[config.mk]
export PLATFORM = sky130hd
export DESIGN_NAME = lrc_set_reduce
export DESIGN_NICKNAME = d
export VERILOG_FILES = /design/src/hw/rtl/lrc_pkg.sv /design/src/hw/rtl/lrc_set_reduce.sv
export SDC_FILE = /design/constraint.sdc
export NUM_CORES = 1
export LEC_CHECK = 0
export BUFFER_PORTS_ARGS = -buffer_cell sky130_fd_sc_hd__buf_2
export CORE_AREA = 2 2 39 41
export DETAILED_ROUTE_END_ITERATION = 10
export DIE_AREA = 0 0 41 43
export HOLD_SLACK_MARGIN = 0.03
export SLEW_MARGIN = 15
export SYNTH_ARGS = -nofsm -noshare
export SYNTH_HDL_FRONTEND = slang
export SYNTH_SLANG_ARGS = --single-unit
export TNS_END_PERCENT = 20
[constraint.sdc]
create_clock -name clk -period 0.8 [get_ports clk]
set_input_delay 0.12 -clock clk [delete_from_list [all_inputs] [get_ports clk]]
set_output_delay 0.12 -clock clk [all_outputs]
set_load 0.1 [all_outputs]
[src/hw/rtl/lrc_pkg.sv]
// ----------------------------------------------------------------------------
// lrc_pkg
// Shared types and codes for the LRU replacement block with reuse counts.
// ----------------------------------------------------------------------------
package lrc_pkg;

  // Request codes
  localparam logic REQ_VICTIM = 1'b0;
  localparam logic REQ_UPDATE = 1'b1;

  // Width of the request and result way fields
  localparam int WAY_FIELD_W = 4;
  // Width of the set_index field
  localparam int SET_FIELD_W = 11;

  // Control state of the top level
  typedef enum logic [1:0] {
    ST_CLEAR,
    ST_IDLE,
    ST_READ,
    ST_MODIFY
  } lrc_state_t;

  // Held request, passed to the update logic
  typedef struct packed {
    logic                   req_type;
    logic [WAY_FIELD_W-1:0] way;
    logic                   hit;
  } lrc_req_t;

endpackage

[src/hw/rtl/lrc_set_reduce.sv]
// ----------------------------------------------------------------------------
// lrc_set_reduce
// Folds set_index into the range of the set memory (index modulo NUM_SETS).
// Quotient by reciprocal multiply at load, remainder and correction after.
// ----------------------------------------------------------------------------
module lrc_set_reduce
  import lrc_pkg::*;
#(
  parameter int NUM_SETS = 2048,
  localparam int SET_W = (NUM_SETS > 1) ? $clog2(NUM_SETS) : 1
) (
  input  logic                   clk,
  input  logic                   load,
  input  logic [SET_FIELD_W-1:0] set_index,
  output logic [SET_W-1:0]       set_addr
);

  localparam int K       = 24;
  localparam int RECIP_W = K + 1;
  localparam int PROD_W  = SET_FIELD_W + RECIP_W;
  localparam int REM_W   = SET_FIELD_W + 17;
  localparam logic [RECIP_W-1:0] RECIP = RECIP_W'((64'd1 << K) / NUM_SETS);
  localparam logic [REM_W-1:0]   SETS  = REM_W'(NUM_SETS);

  logic [SET_FIELD_W-1:0] idx;
  logic [SET_FIELD_W-1:0] quo;
  logic [PROD_W-1:0]      prod;
  logic [REM_W-1:0]       rem;
  logic [REM_W-1:0]       rem_fix;

  // Quotient estimate, at most one short of the true quotient
  assign prod = PROD_W'(set_index) * PROD_W'(RECIP);

  always_ff @(posedge clk) begin
    if (load) begin
      idx <= set_index;
      quo <= prod[K +: SET_FIELD_W];
    end
  end

  // Remainder, with one corrective subtract
  always_comb begin
    rem     = REM_W'(idx) - (REM_W'(quo) * SETS);
    rem_fix = (rem >= SETS) ? (rem - SETS) : rem;
  end

  assign set_addr = rem_fix[SET_W-1:0];

endmodule

==> qor.txt <==
=====================================================================================
Reported leakage power                                                       0.322 nW
Core Util, Final                                                                55.5%
Synthesized area per cell                                                  30.0 sq um
Distinct cell type count of the synthesized netlist                                 1
Initial DRC count                                                                   0
Post-synthesis net count                                                           24
TritonCTS clock tree                                                             done
Max-slew headroom                                                               84.8%
First-pass DRT Iterations                                                           1
Crit-path max FO                                                                    1
Synthesized flop and latch total                                                   11
RSZ-0062 raised after global routing                                              yes
Commonest cells after routing, fill and taps aside                       12 x sky130_fd_sc_hd__buf_2, 11 x sky130_fd_sc_hd__dlygate4sd3_1, 11 x sky130_fd_sc_hd__edfxtp_1, 11 x sky130_fd_sc_hd__buf_12, 3 x sky130_fd_sc_hd__clkbuf_4
Total via count in the routed design                                              248
Number of buffers inserted during clock tree synthesis                              3
Routed wire per std cell                                                 9.15 microns
Endpoints failing hold                                                              0
Arrival time of data at the critical path endpoint                            0.88 ns
CP max stage cell                                                        sky130_fd_sc_hd__edfxtp_1
Post-CTS Setup Repair Bufs                                                          0
Post-cts gate resize count                                                          0
Worst VDD drop                                                                1250 uV
Final max-slew violation count                                                      0
Number of violations of the max-capacitance limit                                   0
CP endpoint kind                                                           output pin
ANT cells                                                                           0
Clock sink count                                                                   11
Setup ws final                                                              -0.203 ns
DIE AREA                                                                   1760 sq um
CTS clock-pin slew for the worst setup and hold paths                         0.07 ns
Area of combinational cells with multiple inputs                              0 sq um
Ratio of cells with drive above 1 in the final layout                           55.1%
Average vias per placed instance                                                 3.82
Worst setup path end                                                      set_addr[8]
Number of antenna violations at the first check in global routing                   0
Boundary Pins                                                                      24
Die span in y                                                              43 microns
Area after DPL                                                              631 sq um
Final #Nets                                                                        63
Global-route wire length before repair                                    952 microns
Multi-In Gates                                                                      0
Yosys warning total                                                                 0
Die extent in x                                                            41 microns
Maximum number of pins on one net before global-route repair                       12
Tmin final                                                                    1.00 ns
Flip-flop count of the largest register, all copies and words added                11
Register area share after synthesis                                              100%
Final count of negative-setup-slack endpoints                                      11
Final worst-path cycle share                                                     125%
Post-route cell area                                                        768 sq um
Starting utilization of the core area                                           23.9%
H-tree level count                                                                  1
Relative area change from synthesis to final layout                              133%
Status                                                                   finished, violations left
Post-Syn Instances                                                                 11
Clock tree root buffer cell                                              sky130_fd_sc_hd__clkbuf_4
Register containing the most flip-flops in the final layout                       idx
Slew at the pin with the worst max-slew slack                                0.229 ns
WP buf/inv                                                                          1
Power density cells                                                      2160 nW/um^2
Critical path's largest stage delay                                           0.43 ns
Data required time at the worst endpoint                                      0.68 ns
Post-detailed-route count of antenna-violating nets                                 0
Largest buffer count on any clock path                                              2
All-Layer GR Usage                                                              8.82%
Type of the most critical hold path                                            in2reg
RD Place Congestion                                                             0.521
Biggest registers after layout                                               idx (11)
Port Buffer Count                                                                  23
Remaining DRCs                                                                      0
WS Path Type                                                                  reg2out
Cell breakdown of the critical path                                            buf_12
Placed insts                                                                       50
Start point of the critical path                                               idx[8]
Most frequent standard cell in the layout excluding fill and tap cells   sky130_fd_sc_hd__buf_2
Total core area                                                            1380 sq um
Post-Synthesis Cell Area                                                    330 sq um
Filler-free cell count of the finished design                                      65
Number of global-route vias before repair                                         237
Cell family contributing the most delay on the critical path               flip-flops
WP depth                                                                            1
Fmax achieved                                                                 997 MHz
GRT Residual Overflow                                                               0
Aggregate routed wire length                                              595 microns
Setup TNS                                                                    -2.02 ns
Row count                                                                          14
Violated checks                                                          setup timing
Crit path launch type                                                            flop
=====================================================================================
-- power by group --
part / internal [mW] / switching, mW
Combinational: 0.218 / 0.359
Sequential: 0.688 / 0.0352
Clock: 0.184 / 0.175
-- stage by stage --
step / worst slack, ns / hold WS [ns] / total power, mW
3_5_place_dp: 0.0720 / 0.298 / 1.28
2_1_floorplan: -0.224 / 0.219 / 1.04
4_1_cts: -0.222 / 0.0300 / 1.68
3_3_place_gp: 0.0961 / 0.297 / 1.27
5_1_grt: -0.240 / 0.224 / 1.74
6_report: -0.203 / 0.229 / 1.66
-- cell usage after synthesis (all sizes together) --
master,number,share of area [%]
edfxtp,11,100
-- logic make-up (layout without fill, tap and decap cells) --
kind of cell | count (synthesis) | after routing | share of synthesized area [%]
buffers and inverters | 0 | 38 | 0
flip-flops | 11 | 11 | 100
-- layout make-up --
class | instances | area, sq um
fillers | 100 | 616
repair buffers | 34 | 390
flip-flops and latches | 11 | 330
clock buffers | 3 | 22.5
well taps | 16 | 20.0
clock inverters | 1 | 5.00
-- per-layer routing --
layer | wire, microns | share of wire [%] | global-route usage [%] | vias to the layer above
met2 | 321 | 54 | 12.8 | 15
met3 | 59 | 9.9 | 4.71 | 0
met4 | 0 | 0 | 6.00 | 0
met5 | 0 | 0 | 0 | -
li1 | - | - | - | 122
met1 | 214 | 36 | 9.31 | 111
-- repair_timing --
| action | CTS | global route |
|---|---|---|
| gates cloned | 0 | 0 |
| hold buffers | 9 | 2 |
| hold endpoints to repair | 9 | 2 |
| endpoints found under the setup margin | 11 | 11 |
-- how the worst min path moves through the flow --
stage                            start  endpoint  cells past startpoint
after floorplan           set_index[0]    idx[0]                      0
after global placement    set_index[1]    idx[1]                      1
after detailed placement  set_index[5]    idx[5]                      1
after CTS                 set_index[8]    idx[8]                      1
after global routing              load    idx[2]                      1
final                             load    idx[4]                      1
(Power assumes the default switching activity.)
