**config.mk**
```make
export PLATFORM = sky130hd
export DESIGN_NAME = lrc_update
export DESIGN_NICKNAME = d
export VERILOG_FILES = /design/src/hw/rtl/lrc_pkg.sv /design/src/hw/rtl/lrc_update.sv
export SDC_FILE = /design/constraint.sdc
export NUM_CORES = 1
export LEC_CHECK = 0
export BUFFER_PORTS_ARGS = -buffer_cell sky130_fd_sc_hd__buf_4
export CORE_AREA = 4 4 150 152
export DETAILED_ROUTE_END_ITERATION = 10
export DIE_AREA = 0 0 154 156
export PLACE_DENSITY = 0.66
export SLEW_MARGIN = 20
export SYNTH_ARGS = -nofsm -noshare
export SYNTH_HDL_FRONTEND = slang
export SYNTH_SLANG_ARGS = --single-unit
```
**constraint.sdc**
```tcl
create_clock -name vclk -period 7.1
set_input_delay 1.42 -clock vclk [all_inputs]
set_output_delay 1.42 -clock vclk [all_outputs]
set_load 0.02 [all_outputs]
```
**src/hw/rtl/lrc_pkg.sv**
```systemverilog
// ----------------------------------------------------------------------------
// lrc_pkg
// Shared types and codes for the LRU replacement block with reuse counts.
// ----------------------------------------------------------------------------
package lrc_pkg;

  // Request codes
  localparam logic REQ_VICTIM = 1'b0;
  localparam logic REQ_UPDATE = 1'b1;

  // Width of the request and result way fields
  localparam int WAY_FIELD_W = 4;
  // Width of the set_index field
  localparam int SET_FIELD_W = 11;

  // Control state of the top level
  typedef enum logic [1:0] {
    ST_CLEAR,
    ST_IDLE,
    ST_READ,
    ST_MODIFY
  } lrc_state_t;

  // Held request, passed to the update logic
  typedef struct packed {
    logic                   req_type;
    logic [WAY_FIELD_W-1:0] way;
    logic                   hit;
  } lrc_req_t;

endpackage

```
**src/hw/rtl/lrc_update.sv**
```systemverilog
// ----------------------------------------------------------------------------
// lrc_update
// Per-set modify logic: picks the victim and computes the new rank and
// reuse-count words for an update.
// ----------------------------------------------------------------------------
module lrc_update
  import lrc_pkg::*;
#(
  parameter int NUM_WAYS    = 16,
  parameter int COUNT_WIDTH = 8,
  localparam int RANK_W = $clog2(NUM_WAYS)
) (
  input  lrc_req_t                          req,
  input  logic [NUM_WAYS*RANK_W-1:0]        rank_word,
  input  logic [NUM_WAYS*COUNT_WIDTH-1:0]   cnt_word,
  output logic                              way_ok,
  output logic [WAY_FIELD_W-1:0]            victim,
  output logic [NUM_WAYS*RANK_W-1:0]        rank_new,
  output logic [NUM_WAYS*COUNT_WIDTH-1:0]   cnt_new
);

  localparam logic [RANK_W-1:0]      RANK_LAST = RANK_W'(NUM_WAYS - 1);
  localparam logic [COUNT_WIDTH-1:0] CNT_MAX   = '1;

  logic [NUM_WAYS-1:0] touch;
  logic [RANK_W-1:0]   own;

  // Decode the touched way; ways beyond NUM_WAYS touch nothing
  always_comb begin
    for (int i = 0; i < NUM_WAYS; i++) begin
      touch[i] = ({2'b00, req.way} == 6'(i));
    end
  end

  assign way_ok = |touch;

  // Current rank of the touched way
  always_comb begin
    own = '0;
    for (int i = 0; i < NUM_WAYS; i++) begin
      if (touch[i]) begin
        own = rank_word[i*RANK_W +: RANK_W];
      end
    end
  end

  // Victim: the least recently used way. Ranks are a permutation, so exactly
  // one way holds the last rank; the lowest way wins regardless.
  always_comb begin
    victim = '0;
    for (int i = NUM_WAYS - 1; i >= 0; i--) begin
      if (rank_word[i*RANK_W +: RANK_W] == RANK_LAST) begin
        victim = WAY_FIELD_W'(i);
      end
    end
  end

  // New ranks: touched way to the front, younger ways age by one
  always_comb begin
    for (int i = 0; i < NUM_WAYS; i++) begin
      if (touch[i]) begin
        rank_new[i*RANK_W +: RANK_W] = '0;
      end else if (rank_word[i*RANK_W +: RANK_W] < own) begin
        rank_new[i*RANK_W +: RANK_W] = rank_word[i*RANK_W +: RANK_W] + RANK_W'(1);
      end else begin
        rank_new[i*RANK_W +: RANK_W] = rank_word[i*RANK_W +: RANK_W];
      end
    end
  end

  // New counts: saturating increment on a hit, cleared on a fill
  always_comb begin
    for (int i = 0; i < NUM_WAYS; i++) begin
      if (!touch[i]) begin
        cnt_new[i*COUNT_WIDTH +: COUNT_WIDTH] = cnt_word[i*COUNT_WIDTH +: COUNT_WIDTH];
      end else if (!req.hit) begin
        cnt_new[i*COUNT_WIDTH +: COUNT_WIDTH] = '0;
      end else if (cnt_word[i*COUNT_WIDTH +: COUNT_WIDTH] == CNT_MAX) begin
        cnt_new[i*COUNT_WIDTH +: COUNT_WIDTH] = CNT_MAX;
      end else begin
        cnt_new[i*COUNT_WIDTH +: COUNT_WIDTH] =
          cnt_word[i*COUNT_WIDTH +: COUNT_WIDTH] + COUNT_WIDTH'(1);
      end
    end
  end

endmodule

```
==> impl_summary.md <==
Logic synthesis
The count of different cell masters after synthesis is 59. In the post-synthesis netlist, the biggest area contributors are ha_1 (13%), o21ai_0 (11%), a21oi_1 (11%). Sequential cells were found to cover 0% of the synthesized design area. The average cell area after synthesis is 6.10 sq um. Of all cell types, the one taking the most synthesized area is ha_1. The cell count after synthesis is 1250.

The cell area after synthesis is 0.00763 sq mm. During synthesis, Yosys emitted a total of 0 warnings. The share of the synthesized area in the top cell type is 13.1%.

The net count after synthesis is 1528.

Pwr
Internal power comes to 0.000440 W. Combinational cells account for 100.0% of the total power. The proportion of total power due to net switching is 58.9%.

VDD sags by at most 0.0000612 V. The static power due to leakage is 4.61 nW. Of the total power, registers draw 0%. Summed over all nets, the switching power comes to 0.000630 W.

For this design the ratio of total power to cell area is 98.7 mW/mm^2. The clock group share of total power is 0%.

Floorplan
The count of boundary I/O pins is 395. In this run the core area contains 53 standard-cell rows. Once the floorplan was initialized, standard cells occupied 36.3% of the core. The width of the chip is 154 um. The core region is 0.0210 sq mm. The overall die area is 0.0240 sq mm. The die is 156 um tall.

Timing
The final sum of negative setup slack is 0 ns. Setup violations remaining at the end of the flow were counted as 0. The count of final hold-check violations is 0.

The smallest clock period supported by the final layout is computed as 6.45 ns. The maximum achievable frequency is 0.155 GHz. At the pin with the least slew margin, the transition time is 0.910 ns.

The relative slew slack is 39.3%. Setup repair after global routing left no endpoint under its margin. The max-slew violation count was 0. The final cycle utilization of the critical path is 90.9%.

Worst setup path
The biggest fanout along the worst timing path is 26. The worst endpoint data arrival time is 5.03 ns. The worst setup path is captured at an output port. The worst setup path is of the input port to output port kind. STA puts the critical path data required time at 5.68 ns. The worst setup path is launched from an input port.

Routing
The sum of routed wire length over all layers is 34100 um. The routed via count is 11300. The detailed-routing iteration count for the pre-antenna-repair pass is 6. The first-iteration detailed-routing DRC count is 647. After detailed routing, the number of remaining DRC violations is 0.

Dividing the detail-routed wire length by the instance count gives 18.1 um. The via count normalized by instance count is 6.00. The count of nets left with antenna violations after detail routing is 0.

Clock network
The post-CTS setup buffer count is 0. Gates resized during post-CTS repair numbered 0. The hold buffer count at CTS is 0.

Place
The post-DP HPWL is 27900 um. Including well taps, the total number of placed cells is 1889. The count of port buffers added during placement is 393. Routability-driven placement finished with a final weighted congestion of 0.959. After detailed placement, the total cell area comes to 0.0108 sq mm.

Final layout
The synthesis-to-layout area growth is 42.1%. The design area is 0.0108 sq mm. The design has 0 sequential cells. Once layout is complete, the cells apart from fillers number 1889. The layout cell share with drive strength beyond 1 is 27.6%. The clock buffers instantiated in the layout total 0.

Across the whole layout, storage elements account for 0 sq um. The final layout contains 1894 nets. 0 antenna diodes ended up in the layout.

Flow run
The tool flagged a number of max-cap violations equal to 0.

Global route
The maximum number of pins on one net before global-route repair is 129. Global routing consumed, over all layers together, 25.5% of the routing resources. The final global-route overflow total is 0.

The global-route wire length before repair is 53100 um. The number of antenna violations at the first check in global routing is 0. The via count of the first global-routing pass was 10200.

Hold path
The min-delay analysis places its worst path in the category input port to output port.

Outcome
The run finished with clean final reports.
==> worst max-delay path, cell delays in order <==
cell and delay (ns):
buf_4 0.28, nor2b_1 0.65, a21oi_1 0.21, o21a_1 0.20
o211ai_1 0.23, a222oi_1 0.15, buf_4 0.20, ha_1 0.28
o21a_1 0.18, o21ai_0 0.17, nor2b_1 0.39, o21ai_0 0.13
a21oi_1 0.20, o221ai_1 0.14, buf_4 0.18
==> final timing paths <==
kind  slack (ns)   startpoint  cells after the start      endpoint
max         0.65       req[2]                     15  rank_new[26]
min         3.17  cnt_word[8]                      4    cnt_new[8]
==> per-layer routing <==
| metal | GRT usage (%) | routed length [um] |
|---|---|---|
| met5 | 0 | 0 |
| met3 | 3.97 | 2810 |
| met4 | 4.42 | 684 |
| met1 | 32.7 | 14100 |
| met2 | 45.8 | 16500 |
==> final cells by class <==
class                      count  area (sq um)
inverter                      27           101
tap                          275           344
multi-input combinational   1168          7250
fill                        2217         10200
timing repair buffer         419          3150
==> power by group through the flow <==
stage               registers (W)  clock network [W]  logic (W)
floorplan                       0                  0   0.000610
detailed placement              0                  0    0.00106
CTS                             0                  0    0.00107
global route                    0                  0    0.00117
finish                          0                  0    0.00107
global placement                0                  0    0.00105
==> cells by family after synthesis <==
logic type,synth area share (%)
AND/OR/NAND/NOR,36.3
AO/OA/AOI/OAI,42.0
buffers and inverters,5.10
adder cells (fa/ha/maj),13.1
XOR/XNOR,1.84
multiplexers,1.62
other,0.0491
==> through the flow <==
step	total power [W]	util, %	hold slack [ns]	worst slack, ns
final	0.00107	51.6	3.17	0.649
after global routing	0.00117	51.6	3.19	0.326
after CTS	0.00107	51.6	3.17	0.744
after detailed placement	0.00106	51.6	3.17	0.765
after global placement	0.00105	51.6	3.17	0.799
after floorplan	0.000610	-	2.97	0.345
==> Yosys cell counts, types with 16 or more instances <==
master and instances:
nand2_1 124, a31oi_1 29, a21oi_1 161, nor4_1 16, nor2b_1 18, a211oi_1 35
ha_1 80, o31ai_1 23, a41oi_1 19, nand4_1 54, inv_1 27, and3_1 23
o21ai_0 167, o221ai_1 16, nor2_1 113, nand3_1 101, clkbuf_1 29, nand2b_1 21
nor3b_1 21
==> cells in the final DEF, fill, tap and decap left out, drive strengths merged, types with 30 or more instances in the layout <==
cell type  netlist  layout
a21oi          161     161
nand3          101     101
a31oi           30      30
nor2           113     113
nand4           54      54
nand2          124     124
a211oi          36      36
buf             26     419
o21ai          167     167
ha              80      80
No activity file was read; power rests on OpenSTA's default activity.
